[config.mk]
export PLATFORM = sky130hd
export DESIGN_NAME = byte_stuff_framer_checksum
export DESIGN_NICKNAME = d
export VERILOG_FILES = /design/src/bsf_pkg.sv /design/src/bsf_cfg.sv /design/src/bsf_seq.sv /design/src/bsf_out.sv /design/src/byte_stuff_framer_checksum.sv
export SDC_FILE = /design/constraint.sdc
export NUM_CORES = 1
export LEC_CHECK = 0
export BUFFER_PORTS_ARGS = -buffer_cell sky130_fd_sc_hd__buf_2
export CAP_MARGIN = 40
export CORE_MARGIN = 5
export CORE_UTILIZATION = 30
export CTS_BUF_LIST = sky130_fd_sc_hd__clkbuf_4 sky130_fd_sc_hd__clkbuf_8
export DETAILED_ROUTE_END_ITERATION = 8
export PLACE_DENSITY = 0.45
export SLEW_MARGIN = 20
export SYNTH_ARGS = -nofsm -noshare
export SYNTH_HDL_FRONTEND = slang
export SYNTH_SLANG_ARGS = --single-unit
[constraint.sdc]
create_clock -name clk_i -period 9.8 [get_ports clk_i]
set_input_delay 0.98 -clock clk_i [delete_from_list [all_inputs] [get_ports clk_i]]
set_output_delay 0.98 -clock clk_i [all_outputs]
set_load 0.005 [all_outputs]
[src/bsf_pkg.sv]
// package: payload types, configuration codes and sequencer phases of the framer
package bsf_pkg;

  localparam int unsigned ByteW   = 8;
  localparam int unsigned CfgIdxW = 8;

  // configuration register indexes
  localparam logic [CfgIdxW-1:0] CFG_FLAG   = CfgIdxW'(0);
  localparam logic [CfgIdxW-1:0] CFG_ESCAPE = CfgIdxW'(1);

  // reset values of the configuration registers
  localparam logic [ByteW-1:0] FLAG_RESET   = 8'h24;
  localparam logic [ByteW-1:0] ESCAPE_RESET = 8'h2f;

  typedef struct packed {
    logic [ByteW-1:0] data_byte;
    logic             frame_last;
  } in_t;

  typedef struct packed {
    logic [ByteW-1:0] out_byte;
    logic             is_trailer;
    logic             run_last;
  } out_t;

  typedef struct packed {
    logic [ByteW-1:0] flag_value;
    logic [ByteW-1:0] escape_value;
  } cfg_t;

  // which result of the held request goes out next
  typedef enum logic [2:0] {
    PH_OPEN,
    PH_ESC,
    PH_DATA,
    PH_CLOSE,
    PH_TRAIL
  } phase_e;

  // 8-bit one's complement add with end-around carry
  function automatic logic [ByteW-1:0] oc_add(logic [ByteW-1:0] a, logic [ByteW-1:0] b);
    logic [ByteW:0] s;
    s = {1'b0, a} + {1'b0, b};
    return s[ByteW-1:0] + {{(ByteW-1){1'b0}}, s[ByteW]};
  endfunction

endpackage

[src/bsf_cfg.sv]
// configuration registers: flag and escape byte values
module bsf_cfg (
  input  logic                        clk_i,
  input  logic                        rst_ni,
  input  logic                        cfg_valid_i,
  output logic                        cfg_ready_o,
  input  logic [bsf_pkg::CfgIdxW-1:0] cfg_index_i,
  input  logic [bsf_pkg::ByteW-1:0]   cfg_data_i,
  output bsf_pkg::cfg_t               cfg_o
);
  import bsf_pkg::*;

  cfg_t cfg_q, cfg_d;

  assign cfg_ready_o = 1'b1;
  assign cfg_o       = cfg_q;

  // decode the register index, unknown indexes are dropped
  always_comb begin
    cfg_d = cfg_q;
    if (cfg_valid_i) begin
      unique case (cfg_index_i)
        CFG_FLAG:   cfg_d.flag_value   = cfg_data_i;
        CFG_ESCAPE: cfg_d.escape_value = cfg_data_i;
        default:    cfg_d = cfg_q;
      endcase
    end
  end

  always_ff @(posedge clk_i or negedge rst_ni) begin
    if (!rst_ni) begin
      cfg_q.flag_value   <= FLAG_RESET;
      cfg_q.escape_value <= ESCAPE_RESET;
    end else begin
      cfg_q <= cfg_d;
    end
  end

endmodule

[src/bsf_seq.sv]
// input register and result sequencer: one framed byte per cycle from the held request while res_free_i is high
module bsf_seq (
  input  logic          clk_i,
  input  logic          rst_ni,
  input  bsf_pkg::cfg_t cfg_i,
  input  logic          in_valid_i,
  output logic          in_stall_o,
  input  bsf_pkg::in_t  in_data_i,
  input  logic          res_free_i,
  output logic          res_load_o,
  output bsf_pkg::out_t res_data_o
);
  import bsf_pkg::*;

  in_t              item_q;
  logic             item_vld_q, item_vld_d;
  phase_e           phase_q, phase_d;
  logic             inside_q, inside_d;
  logic [ByteW-1:0] sum_q, sum_d;

  logic             match_held, match_new;
  logic             final_res;
  logic             take;
  phase_e           phase_next;
  logic [ByteW-1:0] res_byte;

  assign match_held = (item_q.data_byte == cfg_i.flag_value) ||
                      (item_q.data_byte == cfg_i.escape_value);
  assign match_new  = (in_data_i.data_byte == cfg_i.flag_value) ||
                      (in_data_i.data_byte == cfg_i.escape_value);

  assign res_load_o = item_vld_q && res_free_i;

  // byte, sum and next phase for the current phase
  always_comb begin
    res_byte   = item_q.data_byte;
    phase_next = PH_DATA;
    final_res  = 1'b0;
    sum_d      = sum_q;
    inside_d   = inside_q;
    unique case (phase_q)
      PH_OPEN: begin
        res_byte   = cfg_i.flag_value;
        phase_next = match_held ? PH_ESC : PH_DATA;
        sum_d      = cfg_i.flag_value;
        inside_d   = 1'b1;
      end
      PH_ESC: begin
        res_byte   = cfg_i.escape_value;
        phase_next = PH_DATA;
        sum_d      = oc_add(sum_q, cfg_i.escape_value);
      end
      PH_DATA: begin
        res_byte   = item_q.data_byte;
        phase_next = PH_CLOSE;
        final_res  = !item_q.frame_last;
        sum_d      = oc_add(sum_q, item_q.data_byte);
      end
      PH_CLOSE: begin
        res_byte   = cfg_i.flag_value;
        phase_next = PH_TRAIL;
        sum_d      = oc_add(sum_q, cfg_i.flag_value);
      end
      PH_TRAIL: begin
        res_byte   = ~sum_q;
        phase_next = PH_TRAIL;
        final_res  = 1'b1;
        sum_d      = '0;
        inside_d   = 1'b0;
      end
      default: begin
        res_byte   = item_q.data_byte;
        phase_next = PH_DATA;
      end
    endcase
    if (!res_load_o) begin
      sum_d    = sum_q;
      inside_d = inside_q;
    end
  end

  assign res_data_o.out_byte   = res_byte;
  assign res_data_o.is_trailer = (phase_q == PH_TRAIL);
  assign res_data_o.run_last   = final_res;

  // a new request enters when the register is empty or its last result leaves now
  assign in_stall_o = item_vld_q && !(res_load_o && final_res);
  assign take       = in_valid_i && !in_stall_o;

  always_comb begin
    item_vld_d = item_vld_q;
    phase_d    = phase_q;
    if (res_load_o) begin
      phase_d = phase_next;
      if (final_res) begin
        item_vld_d = 1'b0;
      end
    end
    if (take) begin
      item_vld_d = 1'b1;
      if (!inside_d) begin
        phase_d = PH_OPEN;
      end else if (match_new) begin
        phase_d = PH_ESC;
      end else begin
        phase_d = PH_DATA;
      end
    end
  end

  always_ff @(posedge clk_i or negedge rst_ni) begin
    if (!rst_ni) begin
      item_vld_q <= 1'b0;
      phase_q    <= PH_OPEN;
      inside_q   <= 1'b0;
      sum_q      <= '0;
    end else begin
      item_vld_q <= item_vld_d;
      phase_q    <= phase_d;
      inside_q   <= inside_d;
      sum_q      <= sum_d;
    end
  end

  // payload register, no reset
  always_ff @(posedge clk_i) begin
    if (take) begin
      item_q <= in_data_i;
    end
  end

endmodule

[src/bsf_out.sv]
// result register between the sequencer and the output channel
module bsf_out (
  input  logic          clk_i,
  input  logic          rst_ni,
  input  logic          res_load_i,
  input  bsf_pkg::out_t res_data_i,
  output logic          res_free_o,
  output logic          out_valid_o,
  input  logic          out_stall_i,
  output bsf_pkg::out_t out_data_o
);
  import bsf_pkg::*;

  logic out_vld_q, out_vld_d;
  out_t out_q;

  assign res_free_o  = !out_vld_q || !out_stall_i;
  assign out_valid_o = out_vld_q;
  assign out_data_o  = out_q;

  // valid is set by loads and cleared when the output is not stalled
  always_comb begin
    out_vld_d = out_vld_q;
    if (res_load_i) begin
      out_vld_d = 1'b1;
    end else if (!out_stall_i) begin
      out_vld_d = 1'b0;
    end
  end

  always_ff @(posedge clk_i or negedge rst_ni) begin
    if (!rst_ni) begin
      out_vld_q <= 1'b0;
    end else begin
      out_vld_q <= out_vld_d;
    end
  end

  always_ff @(posedge clk_i) begin
    if (res_load_i) begin
      out_q <= res_data_i;
    end
  end

endmodule

[src/byte_stuff_framer_checksum.sv]
// top level: byte-stuffing framer with one's complement checksum trailer
//
//   channel | direction | handshake             | payload
//   --------+-----------+-----------------------+---------------------------------
//   in      | input     | in_valid_i/in_stall_o | data_byte, frame_last
//   out     | output    | out_valid_o/out_stall_i | out_byte, is_trailer, run_last
//   cfg     | input     | cfg_valid_i/cfg_ready_o | cfg_index_i, cfg_data_i
//
// each request has one to five results: the sequencer puts one framed byte per cycle
// into the result register while that register is free.
// a new request is taken in the cycle its predecessor's last result is loaded.
// reset clears the frame state, the checksum and both valid flags.
// a stalled output holds the result register and, through it, the input.
module byte_stuff_framer_checksum (
  input  logic                        clk_i,
  input  logic                        rst_ni,
  input  logic                        in_valid_i,
  output logic                        in_stall_o,
  input  bsf_pkg::in_t                in_data_i,
  output logic                        out_valid_o,
  input  logic                        out_stall_i,
  output bsf_pkg::out_t               out_data_o,
  input  logic                        cfg_valid_i,
  output logic                        cfg_ready_o,
  input  logic [bsf_pkg::CfgIdxW-1:0] cfg_index_i,
  input  logic [bsf_pkg::ByteW-1:0]   cfg_data_i
);
  import bsf_pkg::*;

  cfg_t cfg;
  logic res_load;
  logic res_free;
  out_t res_data;

  // configuration registers
  bsf_cfg u_cfg (
    .clk_i       (clk_i),
    .rst_ni      (rst_ni),
    .cfg_valid_i (cfg_valid_i),
    .cfg_ready_o (cfg_ready_o),
    .cfg_index_i (cfg_index_i),
    .cfg_data_i  (cfg_data_i),
    .cfg_o       (cfg)
  );

  // input register and sequencer
  bsf_seq u_seq (
    .clk_i      (clk_i),
    .rst_ni     (rst_ni),
    .cfg_i      (cfg),
    .in_valid_i (in_valid_i),
    .in_stall_o (in_stall_o),
    .in_data_i  (in_data_i),
    .res_free_i (res_free),
    .res_load_o (res_load),
    .res_data_o (res_data)
  );

  // result register
  bsf_out u_out (
    .clk_i       (clk_i),
    .rst_ni      (rst_ni),
    .res_load_i  (res_load),
    .res_data_i  (res_data),
    .res_free_o  (res_free),
    .out_valid_o (out_valid_o),
    .out_stall_i (out_stall_i),
    .out_data_o  (out_data_o)
  );

endmodule
Yosys cells after proc, flatten, opt, wreduce, memory -nomap -nowiden
Cells that the tools add are included.
- div/mod/pow operators: 0
- $add $sub $neg: 6
- bitwise logic cells: 1
- equality and inequality tests: 10
- magnitude comparators: 0
- reductions and logical operators: 23
- shift operators: 0
- multiply operators: 0
- muxes and demuxes: 16
- operator list (operator ; number):
    case mux 8 bit (5 select lines) ; 1
    equality test 8 bit ; 4
    adder 8 x 8 -> 9 bit ; 3
    adder 8 x 1 -> 8 bit ; 3
    case mux 8 bit (3 select lines) ; 1
    2-to-1 mux 3 bit ; 3
    case mux 3 bit (3 select lines) ; 1
    equality test 8 x 1 -> 1 bit (second input constant) ; 1
    zero test 8 bit ; 1
    NOT 8 bit ; 1
    AND reduction 2 bit ; 4
    equality test 3 x 2 -> 1 bit (second input constant) ; 2
    2-to-1 mux 1 bit ; 6
    zero test 1 bit ; 5
    nonzero test 5 bit ; 1
    logical AND 1 bit ; 4
    2-to-1 mux 2 bit ; 2
    case mux 1 bit (2 select lines) ; 2
    nonzero test 2 bit ; 2
    OR reduction 2 bit ; 2
    equality test 3 x 1 -> 1 bit (second input constant) ; 1
    equality test 3 bit (second input constant) ; 1
    zero test 3 bit ; 1
    logical OR 1 bit ; 3
    != test 2 x 1 -> 1 bit (second input constant) ; 1
- memories: 0
- word-level logic and storage cells: 68
- memory bits (read-only): 0
- bits in writable memories: 0
- input port bits: 30
- register bits: 49
- latch bits: 0
- output and inout port bits: 13

Logic depth before layout (Yosys ltp)
- depth after elaboration: 10
- gate-level depth with buffers: 16
- mapped depth without buffers: 16

Hierarchy
From an unflattened synthesis, not the netlist that was laid out.
- cells, all modules: 441
- area, all modules: 4239.1 um2
- by module, submodules not included (module ; instances ; area each (um2) ; sequential area each (um2) ; cells an instance):
    bsf_seq ; 1 ; 3223.1 ; 595.6 ; 388
    bsf_cfg ; 1 ; 679.4 ; 409.1 ; 40
    bsf_out ; 1 ; 336.6 ; 325.3 ; 13

Worst setup path before layout
Ideal clock, no wire load.
- path type: register -> register
- from: register u_cfg.cfg_q, in the netlist u_cfg.cfg_o[0]
- to: register u_seq.sum_q[5]
- library setup time: 129 ps
- arrival time: 3146 ps
- clock period less this slack: 3275 ps
- data required time: 9671 ps
- path slack: 6525 ps
- buffers on the path: 0
- cell stages (with the launch flop): 17
- cells stage by stage: dfstp_2 > ha_1 > inv_1 > fa_1 > nor2b_1 > o211ai_1 > a21oi_1 > o21ai_0 > nand2b_1 > ha_1 > nand2b_1 > nor2_1 > o22ai_1 > or3_1 > or3_1 > nand3_1 > a31oi_1
- word-level cells in the longest chain between the ends: 3
- RTL lines (element ; RTL line ; RTL):
    start: declaration ; bsf_cfg.sv:13 ; cfg_t cfg_q, cfg_d;
    start signal: assignment ; bsf_cfg.sv:35 ; cfg_q <= cfg_d;
    adder 8 x 8 -> 9 bit ; bsf_pkg.sv:43 ; s = {1'b0, a} + {1'b0, b};
    adder 8 x 1 -> 8 bit ; bsf_pkg.sv:44 ; return s[ByteW-1:0] + {{(ByteW-1){1'b0}}, s[ByteW]};
    case mux 8 bit (5 select lines) ; bsf_seq.sv:41 ; unique case (phase_q)
    end signal: assignment ; bsf_seq.sv:121 ; sum_q <= sum_d;
    end: declaration ; bsf_seq.sv:19 ; logic [ByteW-1:0] sum_q, sum_d;
No other way between the ends.
A chain may end at the register's enable or synchronous reset.

Worst setup path after layout
Same ends and word-level chain as after synthesis.

==> impl_metrics.ini <==
[worst_setup_path]
rr_worst_depth = 16
critical-path-slowest-cell = sky130_fd_sc_hd__dfstp_2
critPathKind = reg2reg
critPathTopFamily = simple AND/OR/NAND/NOR gates
worst-endpoint-required_ps = 10000
cp_cell_sequence = ha_1 > inv_1 > fa_1 > nor2b_1 > o211ai_1 > a21oi_1 > o21ai_0 > nand2b_1 > ha_1 > nand2b_1 > nor2_1 > o22ai_1 > or3_1 > or3_1 > nand3_1 > a31oi_1
end_kind = flip-flop
cp_startpoint = u_cfg.cfg_o[0]
cp.depth = 16
r2r_start = u_cfg.cfg_o[0]
cpPeakStageDelay_ps = 600
worstPathMaxFanout = 5
worstSetupStartpointType = flip-flop
cp_data_arrival_time_ps = 3880
cp_num_buf_inv = 1

[placed_design]
place.detailed.instances = 654
gpl.final_weighted_congestion = 0.852
place.detailed.hpwl_mm = 10.1
place_worst_setup_slack_ps = 6150
numPortBuffers = 41

[cts]
clkSlewWorstSetupHoldPaths_ps = 100
cts_tree = yes
cts_post_setup_buffers_inserted = 0
cts_bufs_inserted = 5
clock_insertion_delay_worst_skew_ps = 310
cts-root-to-sink-buffers = 2
cts.root.buffer_cell = sky130_fd_sc_hd__clkbuf_8
number_of_buffers_added_to_fix_hold_violations_after_cts = 0
clock_net_sink_count = 49
h-tree-depth = 2
post_cts_resized = 0

[timing]
finalCriticalPeriod_ps = 3670
setup_viol_count_final = 0
max_clock_freq_mhz = 272
postLayoutSetupSlackWorst_ps = 6130
period_share_pct = 37.5
finalHoldViolations = 0
maxSlewViolCount = 0
relSlewSlack_pct = 47.8
total_negative_setup_slacks_ps = 0
grt_setup_unrepaired = no
worst_pin_slew_ps = 778
finalClockSkew_ps = 9.18

[logic_synthesis]
synth_top_area_share_pct = 13.7
synth.top_cells.by_count = sky130_fd_sc_hd__xnor2_1, sky130_fd_sc_hd__ha_1, sky130_fd_sc_hd__xor2_1
synth-seq-cells = 49
synthesized_netlist_cell_count = 446
synth_nets = 509
post_synth_instance_area_um2 = 4210
async_set_reset_flop_share_out_of_synthesis_pct = 61.2
yosys.cell_types.count = 63
synth_top_flop_cell = sky130_fd_sc_hd__dfrtp_1
synth_area_leaders = sky130_fd_sc_hd__dfrtp_1, sky130_fd_sc_hd__edfxtp_1, sky130_fd_sc_hd__ha_1
top_count_cell_post_synth = sky130_fd_sc_hd__xnor2_1
synth.yosys.warnings = 0
synth-edff-count = 19
synth_seq_area_share_pct = 31.6
syn-mean-instance-area_um2 = 9.44
yosys.area.top_type = sky130_fd_sc_hd__dfrtp_1

[floorplanning]
dieArea_um2 = 16500
starting_utilization_of_the_core_area_pct = 30.4
placementRows = 43
boundaryPins = 43
floorplan.core_area_um2 = 13800
fp.dieH_um = 128
die_w_um = 128

[global_route]
first_global_vias = 3420
grt_overflow_total = 0
first_pass_grt_wire_length_mm = 19.7
grt_util_all_layers_pct = 15.5
antenna_found_initial = 0
grt_max_degree = 31

[outcome]
run_status = complete, no violations

[pwr]
leakage_nw = 1.93
power_density_nw_per_um2 = 267
total_power_mw = 1.25
max-vdd-ir-drop_uv = 78.1

[drt]
drc_errors = 0
dr.first_iter.drc_count = 232
post_drt_wl_per_cell_um = 19.2
detail_route.first_pass.iterations = 5
detail_route.wirelength_mm = 12.7
vias = 3632
drtAntennaViolNets = 0
viasPerCell = 5.48

[worst_hold_path]
hold_path_class = in2async

[finish]
drive_above_1_share_pct = 18.4
antenna_diode_count = 0
area_of_combinational_cells_with_multiple_inputs_um2 = 2740
fillers = 1443
fin_cells = 663
seq_area_um2 = 1330
layout.nets = 545
area.growth.synth_to_final_pct = 11.2

[job]
timing.max_cap.violations = 0
-- logic make-up after synthesis --
kind of cell | after synthesis | synth area share, %
and+or+nand+nor | 125 | 15.3
other | 1 | 0.0891
DFF | 49 | 31.6
muxes | 27 | 7.73
adders and majority gates | 33 | 10.3
buffers and inverters | 32 | 3.36
AOI/OAI and AO/OA | 120 | 19.3
xor gates and xnor gates | 59 | 12.3
-- flip-flops by register name (all words and copies together) (netlist names) --
name	cells
u_cfg.cfg_o	16
u_seq.inside_q	1
u_seq.item_q	9
u_seq.phase_q	3
u_seq.sum_q	8
u_out.out_valid_o	1
u_seq.item_vld_q	1
u_out.out_data_o	10
-- worst register-to-register path, delay by kind of cell (launching register included) --
family	cells	cell delay, ps
AOI/OAI and AO/OA	5	640
adders and majority gates	3	840
buffers and inverters	1	50
DFF	1	600
and+or+nand+nor	7	1440
-- final timing paths --
| kind | slack, ps | to |
|---|---|---|
| hold reg to reg | 490 | u_out.out_valid_o |
| min in group clk_i | 490 | u_out.out_valid_o |
| hold / removal | 450 | u_cfg.cfg_o[7] |
| setup / recovery | 6130 | u_seq.sum_q[5] |
| max in group asynchronous | 8930 | u_cfg.cfg_o[0] |
| setup reg to reg | 6130 | u_seq.sum_q[5] |
-- final cells by class --
type	count	share of cell area, %
well taps	180	4.81
clock buffers	5	1.47
flip-flops and latches	49	28.4
repair buffers	43	4.97
multi-input cells	365	58.5
inverters	18	1.44
clock inverters	3	0.374
-- layout by cell type (no fill, tap or decap), types with 3 or more instances in the layout --
cell type	count
sky130_fd_sc_hd__a221oi_1	3
sky130_fd_sc_hd__nand2_1	24
sky130_fd_sc_hd__a22oi_1	6
sky130_fd_sc_hd__or3_1	5
sky130_fd_sc_hd__o21ai_0	22
sky130_fd_sc_hd__a2bb2oi_1	6
sky130_fd_sc_hd__nor2b_1	5
sky130_fd_sc_hd__fa_1	3
sky130_fd_sc_hd__buf_2	41
sky130_fd_sc_hd__nor2_1	24
sky130_fd_sc_hd__o22ai_1	17
sky130_fd_sc_hd__a21o_1	6
sky130_fd_sc_hd__edfxtp_1	19
sky130_fd_sc_hd__nor3_1	7
sky130_fd_sc_hd__ha_1	30
sky130_fd_sc_hd__a21oi_1	24
sky130_fd_sc_hd__dfrtp_1	23
sky130_fd_sc_hd__o21a_1	3
sky130_fd_sc_hd__a31oi_1	6
sky130_fd_sc_hd__mux2_2	24
sky130_fd_sc_hd__clkbuf_8	5
sky130_fd_sc_hd__inv_1	17
sky130_fd_sc_hd__nand3_1	14
sky130_fd_sc_hd__a211o_1	3
sky130_fd_sc_hd__nand2b_1	11
sky130_fd_sc_hd__or4_1	3
sky130_fd_sc_hd__nor4_1	10
sky130_fd_sc_hd__and2_1	5
sky130_fd_sc_hd__xnor2_1	33
sky130_fd_sc_hd__xor2_1	26
sky130_fd_sc_hd__nand4_1	8
sky130_fd_sc_hd__dfstp_2	7
-- metal layers --
metal	vias up	wire, um	track usage [%]
li1	1743	-	-
met1	1764	6150	22.6
met2	106	5710	23.6
met3	19	669	2.91
met4	0	190	3.75
met5	-	0	0
-- stage by stage --
step / util, % / instance area (um^2) / hold WS [ps]
2_1_floorplan: - / 4210 / 447
3_3_place_gp: 33.1 / 4570 / 456
3_5_place_dp: 33.1 / 4570 / 475
4_1_cts: 33.7 / 4660 / 497
5_1_grt: 33.8 / 4680 / 424
6_report: 33.8 / 4680 / 446
-- where the power goes --
part | internal (mW) | switching (mW) | total, mW
clock | 0.0494 | 0.0725 | 0.122
combinational | 0.318 | 0.434 | 0.752
sequential | 0.281 | 0.0925 | 0.374
total | 0.649 | 0.599 | 1.25
Note: power is estimated with default switching activity, not from simulation.
